[src/hw/rtl/afsp_pkg.sv]
// Shared types, constants and the sampling rate table of the ADTS frame sync parser.
package afsp_pkg;

    localparam int unsigned HeaderBytes     = 7;
    localparam int unsigned SamplesPerFrame = 1024;
    localparam int unsigned NumRates        = 13;

    localparam int unsigned LenW   = 13;
    localparam int unsigned IdxW   = 4;
    localparam int unsigned RateW  = 17;
    localparam int unsigned TsW    = 32;
    localparam int unsigned SkipW  = 16;

    localparam logic [7:0] SyncByte   = 8'hFF;
    localparam logic [3:0] SyncNibble = 4'hF;

    // One result item
    typedef struct packed {
        logic [LenW-1:0]  frame_length;
        logic [IdxW-1:0]  rate_index;
        logic [RateW-1:0] sample_rate;
        logic [TsW-1:0]   frame_timestamp;
        logic [SkipW-1:0] skipped_bytes;
        logic             bad_rate;
        logic             bad_length;
    } t_afsp_result;

    // Sampling frequency in Hz for a valid index
    function automatic logic [RateW-1:0] rate_lookup(input logic [IdxW-1:0] idx);
        logic [RateW-1:0] hz;
        case (idx)
            4'd0:    hz = 17'd96000;
            4'd1:    hz = 17'd88200;
            4'd2:    hz = 17'd64000;
            4'd3:    hz = 17'd48000;
            4'd4:    hz = 17'd44100;
            4'd5:    hz = 17'd32000;
            4'd6:    hz = 17'd24000;
            4'd7:    hz = 17'd22050;
            4'd8:    hz = 17'd16000;
            4'd9:    hz = 17'd12000;
            4'd10:   hz = 17'd11025;
            4'd11:   hz = 17'd8000;
            4'd12:   hz = 17'd7350;
            default: hz = '0;
        endcase
        return hz;
    endfunction

endpackage

[src/hw/rtl/adts_frame_sync_parser.sv]
// Top level of the ADTS frame sync parser: byte handshake, parse state, result register, APB.
//
//  channel  | direction | handshake               | payload
//  ---------+-----------+-------------------------+--------------------------------------
//  in       | input     | i_in_valid/o_in_ready   | i_stream_byte
//  out      | output    | o_out_valid/i_out_ready | o_frame_length .. o_bad_length
//  config   | input     | psel/penable/pready     | paddr, pwdata, prdata
//
// One byte per clock unless the input stalls: each byte updates the parse state in the cycle it is accepted,
// and the seventh header byte loads the result register at that same edge.
// A finished result waits in the output register; a new byte is taken while it is
// being read out, and input stalls only while that register is full and not taken.
// Reset (synchronous, active low) starts hunting with zeroed counts and timestamp.
module adts_frame_sync_parser #(
    parameter int unsigned SAMPLES_PER_FRAME = afsp_pkg::SamplesPerFrame
) (
    input  logic                        i_clk,
    input  logic                        i_rst_n,
    // byte input
    input  logic                        i_in_valid,
    output logic                        o_in_ready,
    input  logic [7:0]                  i_stream_byte,
    // result output
    output logic                        o_out_valid,
    input  logic                        i_out_ready,
    output logic [afsp_pkg::LenW-1:0]   o_frame_length,
    output logic [afsp_pkg::IdxW-1:0]   o_rate_index,
    output logic [afsp_pkg::RateW-1:0]  o_sample_rate,
    output logic [afsp_pkg::TsW-1:0]    o_frame_timestamp,
    output logic [afsp_pkg::SkipW-1:0]  o_skipped_bytes,
    output logic                        o_bad_rate,
    output logic                        o_bad_length,
    // configuration
    input  logic                        psel,
    input  logic                        penable,
    input  logic                        pwrite,
    input  logic [1:0]                  paddr,
    input  logic [31:0]                 pwdata,
    output logic [31:0]                 prdata,
    output logic                        pready
);
    import afsp_pkg::*;

    typedef enum logic [1:0] {
        MODE_HUNT,
        MODE_HEADER,
        MODE_PAYLOAD
    } t_mode;

    localparam logic [1:0] AddrTsStart = 2'd0;
    localparam logic [2:0] LastHdrCnt  = 3'(HeaderBytes - 1);

    t_mode            r_mode, n_mode;
    logic             r_saw_ff, n_saw_ff;
    logic [2:0]       r_hdr_cnt, n_hdr_cnt;
    logic [7:0]       r_byte2, n_byte2;
    logic [7:0]       r_byte3, n_byte3;
    logic [7:0]       r_byte4, n_byte4;
    logic [7:0]       r_byte5, n_byte5;
    logic [LenW-1:0]  r_payload_left, n_payload_left;
    logic [TsW-1:0]   r_ts_start;
    logic [TsW-1:0]   r_running_ts, n_running_ts;
    logic [RateW-1:0] r_current_rate, n_current_rate;
    logic [SkipW-1:0] r_skip_count, n_skip_count;
    logic             r_out_valid, n_out_valid;
    t_afsp_result     r_out;

    logic             in_fire;
    logic             cfg_write;
    logic             emit;
    logic [1:0]       skip_inc;
    logic [SkipW:0]   skip_sum;
    t_afsp_result     dec_result;

    assign o_in_ready = !r_out_valid || i_out_ready;
    assign in_fire    = i_in_valid && o_in_ready;
    assign pready     = 1'b1;
    assign cfg_write  = psel && penable && pwrite && pready && (paddr == AddrTsStart);
    assign prdata     = (paddr == AddrTsStart) ? r_ts_start : '0;

    // Header decode
    afsp_hdr_decode #(
        .SAMPLES_PER_FRAME (SAMPLES_PER_FRAME)
    ) u_decode (
        .i_byte2        (r_byte2),
        .i_byte3        (r_byte3),
        .i_byte4        (r_byte4),
        .i_byte5        (r_byte5),
        .i_current_rate (r_current_rate),
        .i_running_ts   (r_running_ts),
        .i_skip_count   (r_skip_count),
        .o_result       (dec_result)
    );

    // Saturating skip counter: a failed held 0xFF and a non-0xFF byte may both count
    assign skip_inc = {1'b0, r_saw_ff} + {1'b0, (i_stream_byte != SyncByte)};
    assign skip_sum = {1'b0, r_skip_count} + (SkipW+1)'(skip_inc);

    // Next-state logic
    always_comb begin
        n_mode         = r_mode;
        n_saw_ff       = r_saw_ff;
        n_hdr_cnt      = r_hdr_cnt;
        n_byte2        = r_byte2;
        n_byte3        = r_byte3;
        n_byte4        = r_byte4;
        n_byte5        = r_byte5;
        n_payload_left = r_payload_left;
        n_running_ts   = r_running_ts;
        n_current_rate = r_current_rate;
        n_skip_count   = r_skip_count;
        n_out_valid    = r_out_valid && !i_out_ready;
        emit           = 1'b0;

        if (in_fire) begin
            unique case (r_mode)
                MODE_PAYLOAD: begin
                    n_payload_left = (r_payload_left != '0) ? r_payload_left - 1'b1
                                                            : r_payload_left;
                    if (n_payload_left == '0) begin
                        n_mode = MODE_HUNT;
                    end
                end
                MODE_HEADER: begin
                    n_hdr_cnt = r_hdr_cnt + 1'b1;
                    case (r_hdr_cnt)
                        3'd2:    n_byte2 = i_stream_byte;
                        3'd3:    n_byte3 = i_stream_byte;
                        3'd4:    n_byte4 = i_stream_byte;
                        3'd5:    n_byte5 = i_stream_byte;
                        default: ;
                    endcase
                    if (r_hdr_cnt == LastHdrCnt) begin
                        emit           = 1'b1;
                        n_out_valid    = 1'b1;
                        n_current_rate = dec_result.sample_rate;
                        n_running_ts   = dec_result.frame_timestamp;
                        n_skip_count   = '0;
                        n_hdr_cnt      = '0;
                        n_saw_ff       = 1'b0;
                        if (dec_result.bad_length ||
                            dec_result.frame_length == LenW'(HeaderBytes)) begin
                            n_payload_left = '0;
                            n_mode         = MODE_HUNT;
                        end else begin
                            n_payload_left = dec_result.frame_length - LenW'(HeaderBytes);
                            n_mode         = MODE_PAYLOAD;
                        end
                    end
                end
                default: begin
                    n_mode = MODE_HUNT;
                    if (r_saw_ff && i_stream_byte[7:4] == SyncNibble) begin
                        n_saw_ff  = 1'b0;
                        n_hdr_cnt = 3'd2;
                        n_mode    = MODE_HEADER;
                    end else begin
                        n_saw_ff     = (i_stream_byte == SyncByte);
                        n_skip_count = skip_sum[SkipW] ? '1 : skip_sum[SkipW-1:0];
                    end
                end
            endcase
        end

        // Timestamp register write reloads the running timestamp
        if (cfg_write) begin
            n_running_ts = pwdata;
        end
    end

    // State and result registers
    always_ff @(posedge i_clk) begin
        if (!i_rst_n) begin
            r_mode         <= MODE_HUNT;
            r_saw_ff       <= 1'b0;
            r_hdr_cnt      <= '0;
            r_payload_left <= '0;
            r_ts_start     <= '0;
            r_running_ts   <= '0;
            r_current_rate <= '0;
            r_skip_count   <= '0;
            r_out_valid    <= 1'b0;
        end else begin
            r_mode         <= n_mode;
            r_saw_ff       <= n_saw_ff;
            r_hdr_cnt      <= n_hdr_cnt;
            r_payload_left <= n_payload_left;
            r_running_ts   <= n_running_ts;
            r_current_rate <= n_current_rate;
            r_skip_count   <= n_skip_count;
            r_out_valid    <= n_out_valid;
            if (cfg_write) begin
                r_ts_start <= pwdata;
            end
        end
        r_byte2 <= n_byte2;
        r_byte3 <= n_byte3;
        r_byte4 <= n_byte4;
        r_byte5 <= n_byte5;
        if (emit) begin
            r_out <= dec_result;
        end
    end

    assign o_out_valid       = r_out_valid;
    assign o_frame_length    = r_out.frame_length;
    assign o_rate_index      = r_out.rate_index;
    assign o_sample_rate     = r_out.sample_rate;
    assign o_frame_timestamp = r_out.frame_timestamp;
    assign o_skipped_bytes   = r_out.skipped_bytes;
    assign o_bad_rate        = r_out.bad_rate;
    assign o_bad_length      = r_out.bad_length;

endmodule

[src/hw/rtl/afsp_hdr_decode.sv]
// Header field extraction, rate lookup and timestamp advance for one completed header.
module afsp_hdr_decode #(
    parameter int unsigned SAMPLES_PER_FRAME = afsp_pkg::SamplesPerFrame
) (
    input  logic [7:0]                  i_byte2,
    input  logic [7:0]                  i_byte3,
    input  logic [7:0]                  i_byte4,
    input  logic [7:0]                  i_byte5,
    input  logic [afsp_pkg::RateW-1:0]  i_current_rate,
    input  logic [afsp_pkg::TsW-1:0]    i_running_ts,
    input  logic [afsp_pkg::SkipW-1:0]  i_skip_count,
    output afsp_pkg::t_afsp_result      o_result
);
    import afsp_pkg::*;

    localparam logic [TsW-1:0] TsStep = TsW'(SAMPLES_PER_FRAME);

    logic [IdxW-1:0] idx;
    logic [LenW-1:0] len;
    logic            bad_rate;
    logic            bad_len;

    // Field extraction
    assign idx      = i_byte2[5:2];
    assign len      = {i_byte3[1:0], i_byte4, i_byte5[7:5]};
    assign bad_rate = (idx >= IdxW'(NumRates));
    assign bad_len  = (len < LenW'(HeaderBytes));

    // Result assembly; invalid index keeps the old rate, short length keeps the timestamp
    always_comb begin
        o_result.frame_length    = len;
        o_result.rate_index      = idx;
        o_result.sample_rate     = bad_rate ? i_current_rate : rate_lookup(idx);
        o_result.frame_timestamp = bad_len ? i_running_ts : i_running_ts + TsStep;
        o_result.skipped_bytes   = i_skip_count;
        o_result.bad_rate        = bad_rate;
        o_result.bad_length      = bad_len;
    end

endmodule

[config.mk]
export PLATFORM = sky130hd
export DESIGN_NAME = adts_frame_sync_parser
export DESIGN_NICKNAME = d
export VERILOG_FILES = /design/src/hw/rtl/afsp_pkg.sv /design/src/hw/rtl/adts_frame_sync_parser.sv /design/src/hw/rtl/afsp_hdr_decode.sv
export SDC_FILE = /design/constraint.sdc
export NUM_CORES = 1
export LEC_CHECK = 0
export ABC_AREA = 1
export BUFFER_PORTS_ARGS = -buffer_cell sky130_fd_sc_hd__buf_2
export CORE_ASPECT_RATIO = 0.5
export CORE_MARGIN = 4
export CORE_UTILIZATION = 61
export DETAILED_ROUTE_END_ITERATION = 12
export PLACE_DENSITY_LB_ADDON = 0.3
export SLEW_MARGIN = 20
export SYNTH_ARGS = -nofsm -noshare
export SYNTH_HDL_FRONTEND = slang
export SYNTH_SLANG_ARGS = --single-unit
[constraint.sdc]
create_clock -name i_clk -period 6.8 [get_ports i_clk]
set_clock_uncertainty 0.15 [all_clocks]
set_input_delay 1.36 -clock i_clk [delete_from_list [all_inputs] [get_ports i_clk]]
set_output_delay 1.36 -clock i_clk [all_outputs]
set_load 0.01 [all_outputs]
### Yosys cells after proc, flatten, opt, wreduce, memory -nomap -nowiden

Memory sizes are Yosys's and may differ from the RTL's. A register that Yosys moved wholly into a read port is not among the register bits.
Cells that the tools add are included.

* order comparisons: 2
* $add $sub $neg: 6
* mux-type cells: 33
* reduce and logical (&&, ||, !) cells: 29
* bitwise logic cells: 1
* eq/ne operators: 14

Operators with widths (number)
* 32-bit two-way mux: 6
* 16-bit two-way mux: 3
* 13-bit two-way mux: 3
* 32-bit by 11-bit adder with 32-bit output, second input constant: 1
* 16-bit case mux with 2 select lines: 1
* 3-bit AND reduction: 10
* 13-bit case mux with 2 select lines: 1
* 16-bit by 2-bit adder with 17-bit output: 1
* 17-bit two-way mux: 1
* 13-bit by 3-bit equality test with 1-bit output, second input constant: 1
* 13-bit zero test: 1
* 13-bit by 3-bit less-than comparator with 1-bit output, second input constant: 1
* 13-bit nonzero test: 1
* 13-bit by 1-bit subtractor with 13-bit output, second input constant: 1
* 13-bit by 3-bit subtractor with 13-bit output, second input constant: 1
* 2-bit nonzero test: 5
* 3-bit equality test, second input constant: 3
* 1-bit two-way mux: 9
* 8-bit equality test, second input constant: 1
* 8-bit inequality test, second input constant: 1
* 3-bit by 2-bit equality test with 1-bit output, second input constant: 2
* 1-bit logical AND: 6
* 2-bit two-way mux: 3
* 3-bit two-way mux: 2
* 17 further kinds: 20

* flip-flop bits (word level): 225
* bits in read-only memories: 272
* memories kept: 1
* input bits: 49

Memories
* (name not given): words 16, bits a word 17, read ports 1, clocked after Yosys merged registers in 1, wr ports 0, line afsp_pkg.sv:31 `case (idx)`

### Depth between registers and ports, before layout

Gate-level depths: netlist (run 1).

* word-level depth: 6
* mapped depth: 15

### Modules after synthesis

A second synthesis (run 1) with hierarchy kept.

* cell total of the unflattened synthesis: 1278
* area, all modules: 10852.9 um^2

Modules (own cells, without submodules)
* adts_frame_sync_parser: instances 1, sequential area each 5825.6 um^2, area each 9354.0 um^2, cells an instance 1008
* afsp_hdr_decode: instances 1, sequential area each 0.0 um^2, area each 1498.9 um^2, cells an instance 270

### Worst setup path after synthesis (run 1)

Ideal clock, no wire load.

* path type: input-to-reg
* start: input port i_in_valid
* end: register r_running_ts[18]
* setup time: 0.116 ns
* stages on the path: 10
* path slack: 2.647 ns
* buffers on the path: 1
* required time: 6.534 ns
* data arrival time: 3.887 ns
* path through: inv_1 > nor2_8 > nand2_4 > nor2_4 > inv_2 > nor2_4 > inv_2 > buf_2 > o211ai_1 > inv_1

* cells in the longest elaborated chain, start to end: 3

RTL lines
* start: declaration: line adts_frame_sync_parser.sv:20 `input logic i_in_valid,`
* 1-bit logical AND: line adts_frame_sync_parser.sv:76 `assign in_fire = i_in_valid && o_in_ready;`
* 2-bit nonzero test (no source line)
* 3-bit AND reduction (no source line)
* end signal: assignment: line adts_frame_sync_parser.sv:188 `r_running_ts <= n_running_ts;`
* end: declaration: line adts_frame_sync_parser.sv:62 `logic [TsW-1:0] r_running_ts, n_running_ts;`

No other way between the ends.
A chain may end at the register's enable or synchronous reset.

### Final worst setup path (run 1)

* start: input port paddr[1]
* end: output port prdata[8]

* cells in the longest elaborated chain, start to end: 2

RTL lines
* start: declaration: line adts_frame_sync_parser.sv:37 `input logic [1:0] paddr,`
* 2-bit zero test: line adts_frame_sync_parser.sv:79 `assign prdata = (paddr == AddrTsStart) ? r_ts_start : '0;`
* 32-bit two-way mux: line adts_frame_sync_parser.sv:79
* end: declaration: line adts_frame_sync_parser.sv:39 `output logic [31:0] prdata,`

No other way between the ends.

==> results of run 1 <==
## cells by family (layout without fill, tap and decap cells)
kind of cell / count (synthesis) / count (layout) / synth area share (%)
xor+xnor: 42 / 42 / 3.523
compound gates: 244 / 244 / 13.25
buf+inv: 241 / 410 / 8.938
flops: 235 / 235 / 54.73
fa+ha+maj: 15 / 15 / 1.869
other cells: 1 / 1 / 0.03591
simple gates: 400 / 400 / 17.65
## metrics by stage
stage | cell area [um^2] | hold slack (ps) | setup slack (ps) | utilization (%)
detailed placement | 11420 | 268.4 | 2718 | 68.95
global placement | 11420 | 262.6 | 2786 | 68.95
global route | 12090 | 287.3 | 2707 | 73.04
finish | 12090 | 285.7 | 2764 | 73.04
floorplan | 10440 | 258.6 | 2647 | -
CTS | 12090 | 285.2 | 2807 | 73.04
## area by class of cell
class	count	share of cell area [%]
clock inverters	10	0.5690
clock buffers	27	5.038
well taps	227	2.348
inverters	203	6.300
flip-flops and latches	235	47.26
multi-input cells	702	31.37
repair buffers	170	7.118
## metal layers
metal  vias up  wire, um  GRT usage, %
met5         -         0             0
met2       304     11310         40.96
li1       4157         -             -
met4         0       530         6.688
met3        44      1608         3.218
met1      4026     11320         35.52
## worst max-delay path, delay by kind of cell
kind                   cells  cell delay, ps
buffers and inverters      3            1000
AND/OR/NAND/NOR            2             160
## flip-flops by register name (all words and copies together) (netlist names), 2 cells and up, named ones only
signal / cells
r_byte2: 4
o_frame_timestamp: 32
o_sample_rate: 17
r_running_ts: 32
r_byte5: 3
r_payload_left: 13
o_rate_index: 4
o_skipped_bytes: 16
r_byte4: 8
r_hdr_cnt: 3
r_current_rate: 17
r_mode: 2
r_skip_count: 16
r_ts_start: 32
o_frame_length: 13
r_byte3: 2
## how the worst max path moves through the flow
stage,slack [ps],endpoint,cells past startpoint,start
finish,2760,prdata[8],5,paddr[1]
global placement,2790,r_running_ts[30],10,i_in_valid
CTS,2810,prdata[20],5,paddr[1]
floorplan,2650,r_running_ts[18],10,i_in_valid
detailed placement,2720,r_running_ts[13],10,i_in_valid
global route,2710,prdata[6],5,paddr[1]
## layout by cell type, fill, tap and decap left out, types with 21 or more instances in the layout
master	instances
sky130_fd_sc_hd__a21oi_1	95
sky130_fd_sc_hd__buf_2	166
sky130_fd_sc_hd__clkbuf_16	22
sky130_fd_sc_hd__dfxtp_1	134
sky130_fd_sc_hd__edfxtp_1	101
sky130_fd_sc_hd__inv_1	192
sky130_fd_sc_hd__nand2_1	191
sky130_fd_sc_hd__nand3_1	35
sky130_fd_sc_hd__nor2_1	100
sky130_fd_sc_hd__o21ai_0	76
sky130_fd_sc_hd__o21ai_1	21
sky130_fd_sc_hd__xor2_1	33
## synth_stat cells, types with 4 or more instances
master / count / area share, %
sky130_fd_sc_hd__o211ai_1: 13 / 0.93
sky130_fd_sc_hd__a21oi_1: 95 / 4.6
sky130_fd_sc_hd__o221ai_1: 14 / 1.2
sky130_fd_sc_hd__edfxtp_1: 101 / 29
sky130_fd_sc_hd__nand2_2: 7 / 0.42
sky130_fd_sc_hd__xor2_1: 33 / 2.8
sky130_fd_sc_hd__ha_1: 14 / 1.7
sky130_fd_sc_hd__nand4_1: 14 / 0.84
sky130_fd_sc_hd__o21bai_1: 8 / 0.58
sky130_fd_sc_hd__xnor2_1: 9 / 0.75
sky130_fd_sc_hd__nor3_1: 11 / 0.53
sky130_fd_sc_hd__clkbuf_1: 24 / 0.86
sky130_fd_sc_hd__nor2_4: 6 / 0.65
sky130_fd_sc_hd__inv_2: 11 / 0.40
sky130_fd_sc_hd__nand3_1: 35 / 1.7
sky130_fd_sc_hd__nor4_1: 4 / 0.24
sky130_fd_sc_hd__inv_1: 192 / 6.9
sky130_fd_sc_hd__dfxtp_1: 134 / 26
sky130_fd_sc_hd__buf_2: 8 / 0.38
sky130_fd_sc_hd__o21ai_1: 21 / 1.0
sky130_fd_sc_hd__nor2_2: 9 / 0.54
sky130_fd_sc_hd__nor2_1: 100 / 3.6
sky130_fd_sc_hd__nand3_2: 4 / 0.38
sky130_fd_sc_hd__or2_2: 4 / 0.24
sky130_fd_sc_hd__nand2_1: 191 / 6.9
sky130_fd_sc_hd__o21ai_0: 76 / 3.6
## power by group
part	leakage [nW]	switching, W	internal [W]
Combinational	2.91	0.000214	0.000103
Sequential	2.08	0.0000201	0.00148
Clock	0.330	0.000517	0.000640
==> results.json, run 1 <==
{
  "synth.distinct_cells": 54,
  "clockRootBuffer": "sky130_fd_sc_hd__clkbuf_16",
  "post-route-period-util_pct": 59.35,
  "cts_hold_bufs": 0,
  "clk_latency_ps": 500,
  "dr_total_vias": 8531,
  "end_kind": "output port",
  "crit_path_max_fanout": 32,
  "run_status": "completed",
  "synth.net_count": 1242,
  "critical_path.reg2reg.startpoint": "r_mode[1]",
  "synth_seq_cells": 235,
  "holdPathEnd": "o_frame_timestamp[4]",
  "io_pins": 168,
  "worst_pin_slew_ps": 1015,
  "critical_path_class": "input port to output port",
  "grt_setup_unrepaired": "no",
  "timing_max_transition_violations_final": 0,
  "multi_input_area_mm2": 0.003794,
  "worst_hold_depth": 0,
  "max_freq_ghz": 0.2478,
  "grt_first_pass_wirelength_um": 39340,
  "cts_buffers": 21,
  "critical_path.cell_chain": "buf_2 -> nor2_1 -> inv_1 -> nor2_1 -> buf_2",
  "reg2reg_setup_slack_ps": 3220,
  "reg2reg_to": "r_running_ts[13]",
  "timing.setup.tns_ps": 0,
  "synth-seq-area-share_pct": 54.73,
  "dr.pass1.iters": 5,
  "place_congestion": 0.9438,
  "power_per_cell_area_mw_per_mm2": 246.2,
  "cellLeakagePower_nw": 5.319,
  "fin_cells": 1574,
  "final-hold-violation-count": 0,
  "detailedPlacementHpwl_um": 17670,
  "htree_num_levels": 1,
  "min_period_ps": 4036,
  "synth_enable_flop_cells": 101,
  "number_of_design_rule_violations_left_after_detail_routing": 0,
  "nNetsFinal": 1397,
  "total_power_w": 0.002978,
  "timing.hold.worst.start": "r_running_ts[4]",
  "via_count_of_the_first_global_routing_pass": 7985,
  "cp.required_ps": 5290,
  "critPathSlowestCell": "sky130_fd_sc_hd__inv_1",
  "start_util_pct": 63.07,
  "placement_rows": 33,
  "timing.critical_path.arrival_ps": 2530,
  "cts.clk_slew.worst_paths_ps": 60,
  "worst_path_largest_cell_delay_ps": 730,
  "globalRouteOverflowTotal": 0,
  "hp-class": "register to register",
  "port_buffer_count": 166,
  "netlist_area_before_placement_mm2": 0.01044,
  "sequential_cell_area_mm2": 0.005715,
  "async_reset_ff_share_pct": 0,
  "syn_to_final_growth_pct": 15.82,
  "grt_max_degree": 65,
  "critPathLaunchType": "input port",
  "cts_repair_resize_count": 0,
  "routedWlPerCell_um": 15.74,
  "post-cts-setup-buffer-count": 0,
  "most_used_flip_flop_cell_after_synthesis": "sky130_fd_sc_hd__dfxtp_1",
  "dieHeight_um": 100.5,
  "die_area_mm2": 0.01940,
  "cts.sink_count": 235,
  "postRouteAntennaNets": 0,
  "detailedRoute.firstIterationViolations": 671,
  "wl_um": 24770,
  "tritoncts": "built",
  "synth_cells": 1178,
  "maxSlewHeadroom_pct": 32.23,
  "synth_warnings": 0,
  "maxcap_viol_count": 0,
  "drive_above_1_share_pct": 19.60,
  "core_region_area_mm2": 0.01656,
  "numPlacedInstances": 1537,
  "syn_avg_cell_area_um2": 8.865,
  "final-setup-viol-count": 0,
  "floorplan.die.width_um": 193.0,
  "r2r_depth": 9,
  "grt_util_all_layers_pct": 24.95,
  "cts_buffer_depth": 3,
  "route.detailed.vias_per_inst": 5.420,
  "antennaDiodeCount": 0,
  "initial_antenna_violation_count": 0,
  "filler_cells": 1223,
  "vdd_ir_drop_max_uv": 234.0
}
Power figures use the tool's default switching activity.
==> run 2, diff against run 1 <==
CORE_UTILIZATION = 57   (was 61)
clock period = 4 ns   (was 6.8 ns; I/O delays follow)
==> run 2 against run 1 <==
Compared with the run above:
- critical path depth up 1
- combinational power up 71%
- critical endpoint is now prdata[20]
- global-route usage down 1.1 points
- wire length up 1.2%
- via count down 1.4%
- largest cell class unchanged
- clock-buffer cell count up 3
- setup slack worse by 1700 ps
- cell count up 0.83%
- utilization down 4.3 points
==> results.json, run 2 (synthesis results as in run 1) <==
{
  "critPathSlowestCell": "sky130_fd_sc_hd__inv_1",
  "cts_hold_bufs": 0,
  "cts_repair_resize_count": 0,
  "final-hold-violation-count": 0,
  "cts.clk_slew.worst_paths_ps": 70,
  "worst_path_largest_cell_delay_ps": 580,
  "placement_rows": 34,
  "port_buffer_count": 166,
  "vdd_ir_drop_max_uv": 317.7,
  "power_per_cell_area_mw_per_mm2": 416.8,
  "cellLeakagePower_nw": 5.354,
  "grt_setup_unrepaired": "no",
  "clk_latency_ps": 490,
  "via_count_of_the_first_global_routing_pass": 7984,
  "power_report.internal_total_w": 0.003826,
  "power.share.switching_pct": 24.38,
  "tritoncts": "built",
  "start_util_pct": 59.15,
  "dieHeight_um": 103.7,
  "dr_total_vias": 8408,
  "hp-class": "register to register",
  "antennaDiodeCount": 0,
  "timing.setup.tns_ps": 0,
  "mostFrequentLayoutCell": "sky130_fd_sc_hd__inv_1",
  "critical_path_class": "input port to output port",
  "final.hold.worst_slack_ps": 281.4,
  "critical_path.cell_chain": "buf_2 -> nor2_1 -> inv_1 -> buf_4 -> nor2_1 -> buf_2",
  "critPathLaunchType": "input port",
  "clockRootBuffer": "sky130_fd_sc_hd__clkbuf_16",
  "detailedRoute.firstIterationViolations": 506,
  "crit_path_max_fanout": 23,
  "routedWlPerCell_um": 15.79,
  "run_status": "completed",
  "route.detailed.vias_per_inst": 5.298,
  "number_of_design_rule_violations_left_after_detail_routing": 0,
  "place_congestion": 0.9357,
  "cts.sink_count": 235,
  "core_region_area_mm2": 0.01765,
  "timing.critical_path.arrival_ps": 2030,
  "seqPwrFrac_pct": 50.5,
  "postRouteAntennaNets": 0,
  "die_area_mm2": 0.02068,
  "maxSlewHeadroom_pct": 42.96,
  "grt_util_all_layers_pct": 23.81,
  "nNetsFinal": 1403,
  "globalRouteOverflowTotal": 0,
  "worst_pin_slew_ps": 855.6,
  "finish.instance_area_mm2": 0.01214,
  "cts_buffer_depth": 3,
  "cp.required_ps": 3050,
  "fin_util_pct": 68.77,
  "post-route-period-util_pct": 74.51,
  "cts_buffers": 21,
  "max_freq_ghz": 0.3355,
  "timing_max_transition_violations_final": 0,
  "grt_first_pass_wirelength_um": 40440,
  "post-cts-setup-buffer-count": 0,
  "maxcap_viol_count": 0,
  "mostFrequentLayoutCells": "sky130_fd_sc_hd__inv_1, sky130_fd_sc_hd__nand2_1, sky130_fd_sc_hd__buf_2",
  "combPwrFrac_pct": 10.7,
  "detailedPlacementHpwl_um": 18340,
  "clkPwrFrac_pct": 38.7,
  "min_period_ps": 2980,
  "dr.pass1.iters": 5,
  "initial_antenna_violation_count": 0,
  "final-setup-viol-count": 0,
  "total_power_w": 0.005060,
  "wl_um": 25060,
  "htree_num_levels": 1,
  "syn_to_final_growth_pct": 16.26,
  "drive_above_1_share_pct": 19.66,
  "io_pins": 168,
  "grt_max_degree": 53,
  "end_kind": "output port",
  "post_dp_cell_area_mm2": 0.01147,
  "floorplan.die.width_um": 199.4,
  "net-switching-power_w": 0.001234
}
run 2: worst max-delay path, delay by kind of cell:
family / cells / cell delay, ps
buffers and inverters: 4 / 1120
AND/OR/NAND/NOR: 2 / 100
run 2: final cells by class:
class | instances | area (um^2)
inverter | 203 | 762.0
clock inverter | 7 | 60.06
tap | 234 | 292.8
fill | 1432 | 5514
timing repair buffer | 176 | 905.9
multi-input combinational | 702 | 3794
sequential | 235 | 5715
clock buffer | 30 | 610.6
run 2: per-layer routing:
metal | GRT usage, % | vias up | share of wire (%)
met5 | 0 | - | 0
met1 | 34.00 | 3924 | 46
met2 | 38.60 | 288 | 46
met4 | 4.554 | 0 | 1.5
met3 | 4.282 | 32 | 6.5
li1 | - | 4164 | -
run 2: path summary, 6_finish.rpt:
path	startpoint	end	slack, ps	depth (start not counted)
worst max-delay path	paddr[1]	prdata[20]	1020	6
worst min-delay path	r_running_ts[7]	o_frame_timestamp[7]	280	0
worst max register to register	r_mode[1]	register	1530	11
worst min register to register	r_running_ts[7]	o_frame_timestamp[7]	280	0
run 2: power by group through the flow:
stage,Combinational [W],Clock [W],Sequential (W)
after detailed placement,0.000531,0,0.00261
after floorplan,0.000395,0,0.00260
after global placement,0.000521,0,0.00261
after CTS,0.000535,0.00201,0.00256
after global routing,0.000612,0.00213,0.00256
final,0.000543,0.00196,0.00256
run 2: per-stage QoR:
step / setup WS (ps) / cells
final: 1020 / 1587
after global routing: 959.2 / 1587
after detailed placement: 802.1 / 1550
after global placement: 951.9 / 1550
after CTS: 1041 / 1587
after floorplan: 406.7 / 1178
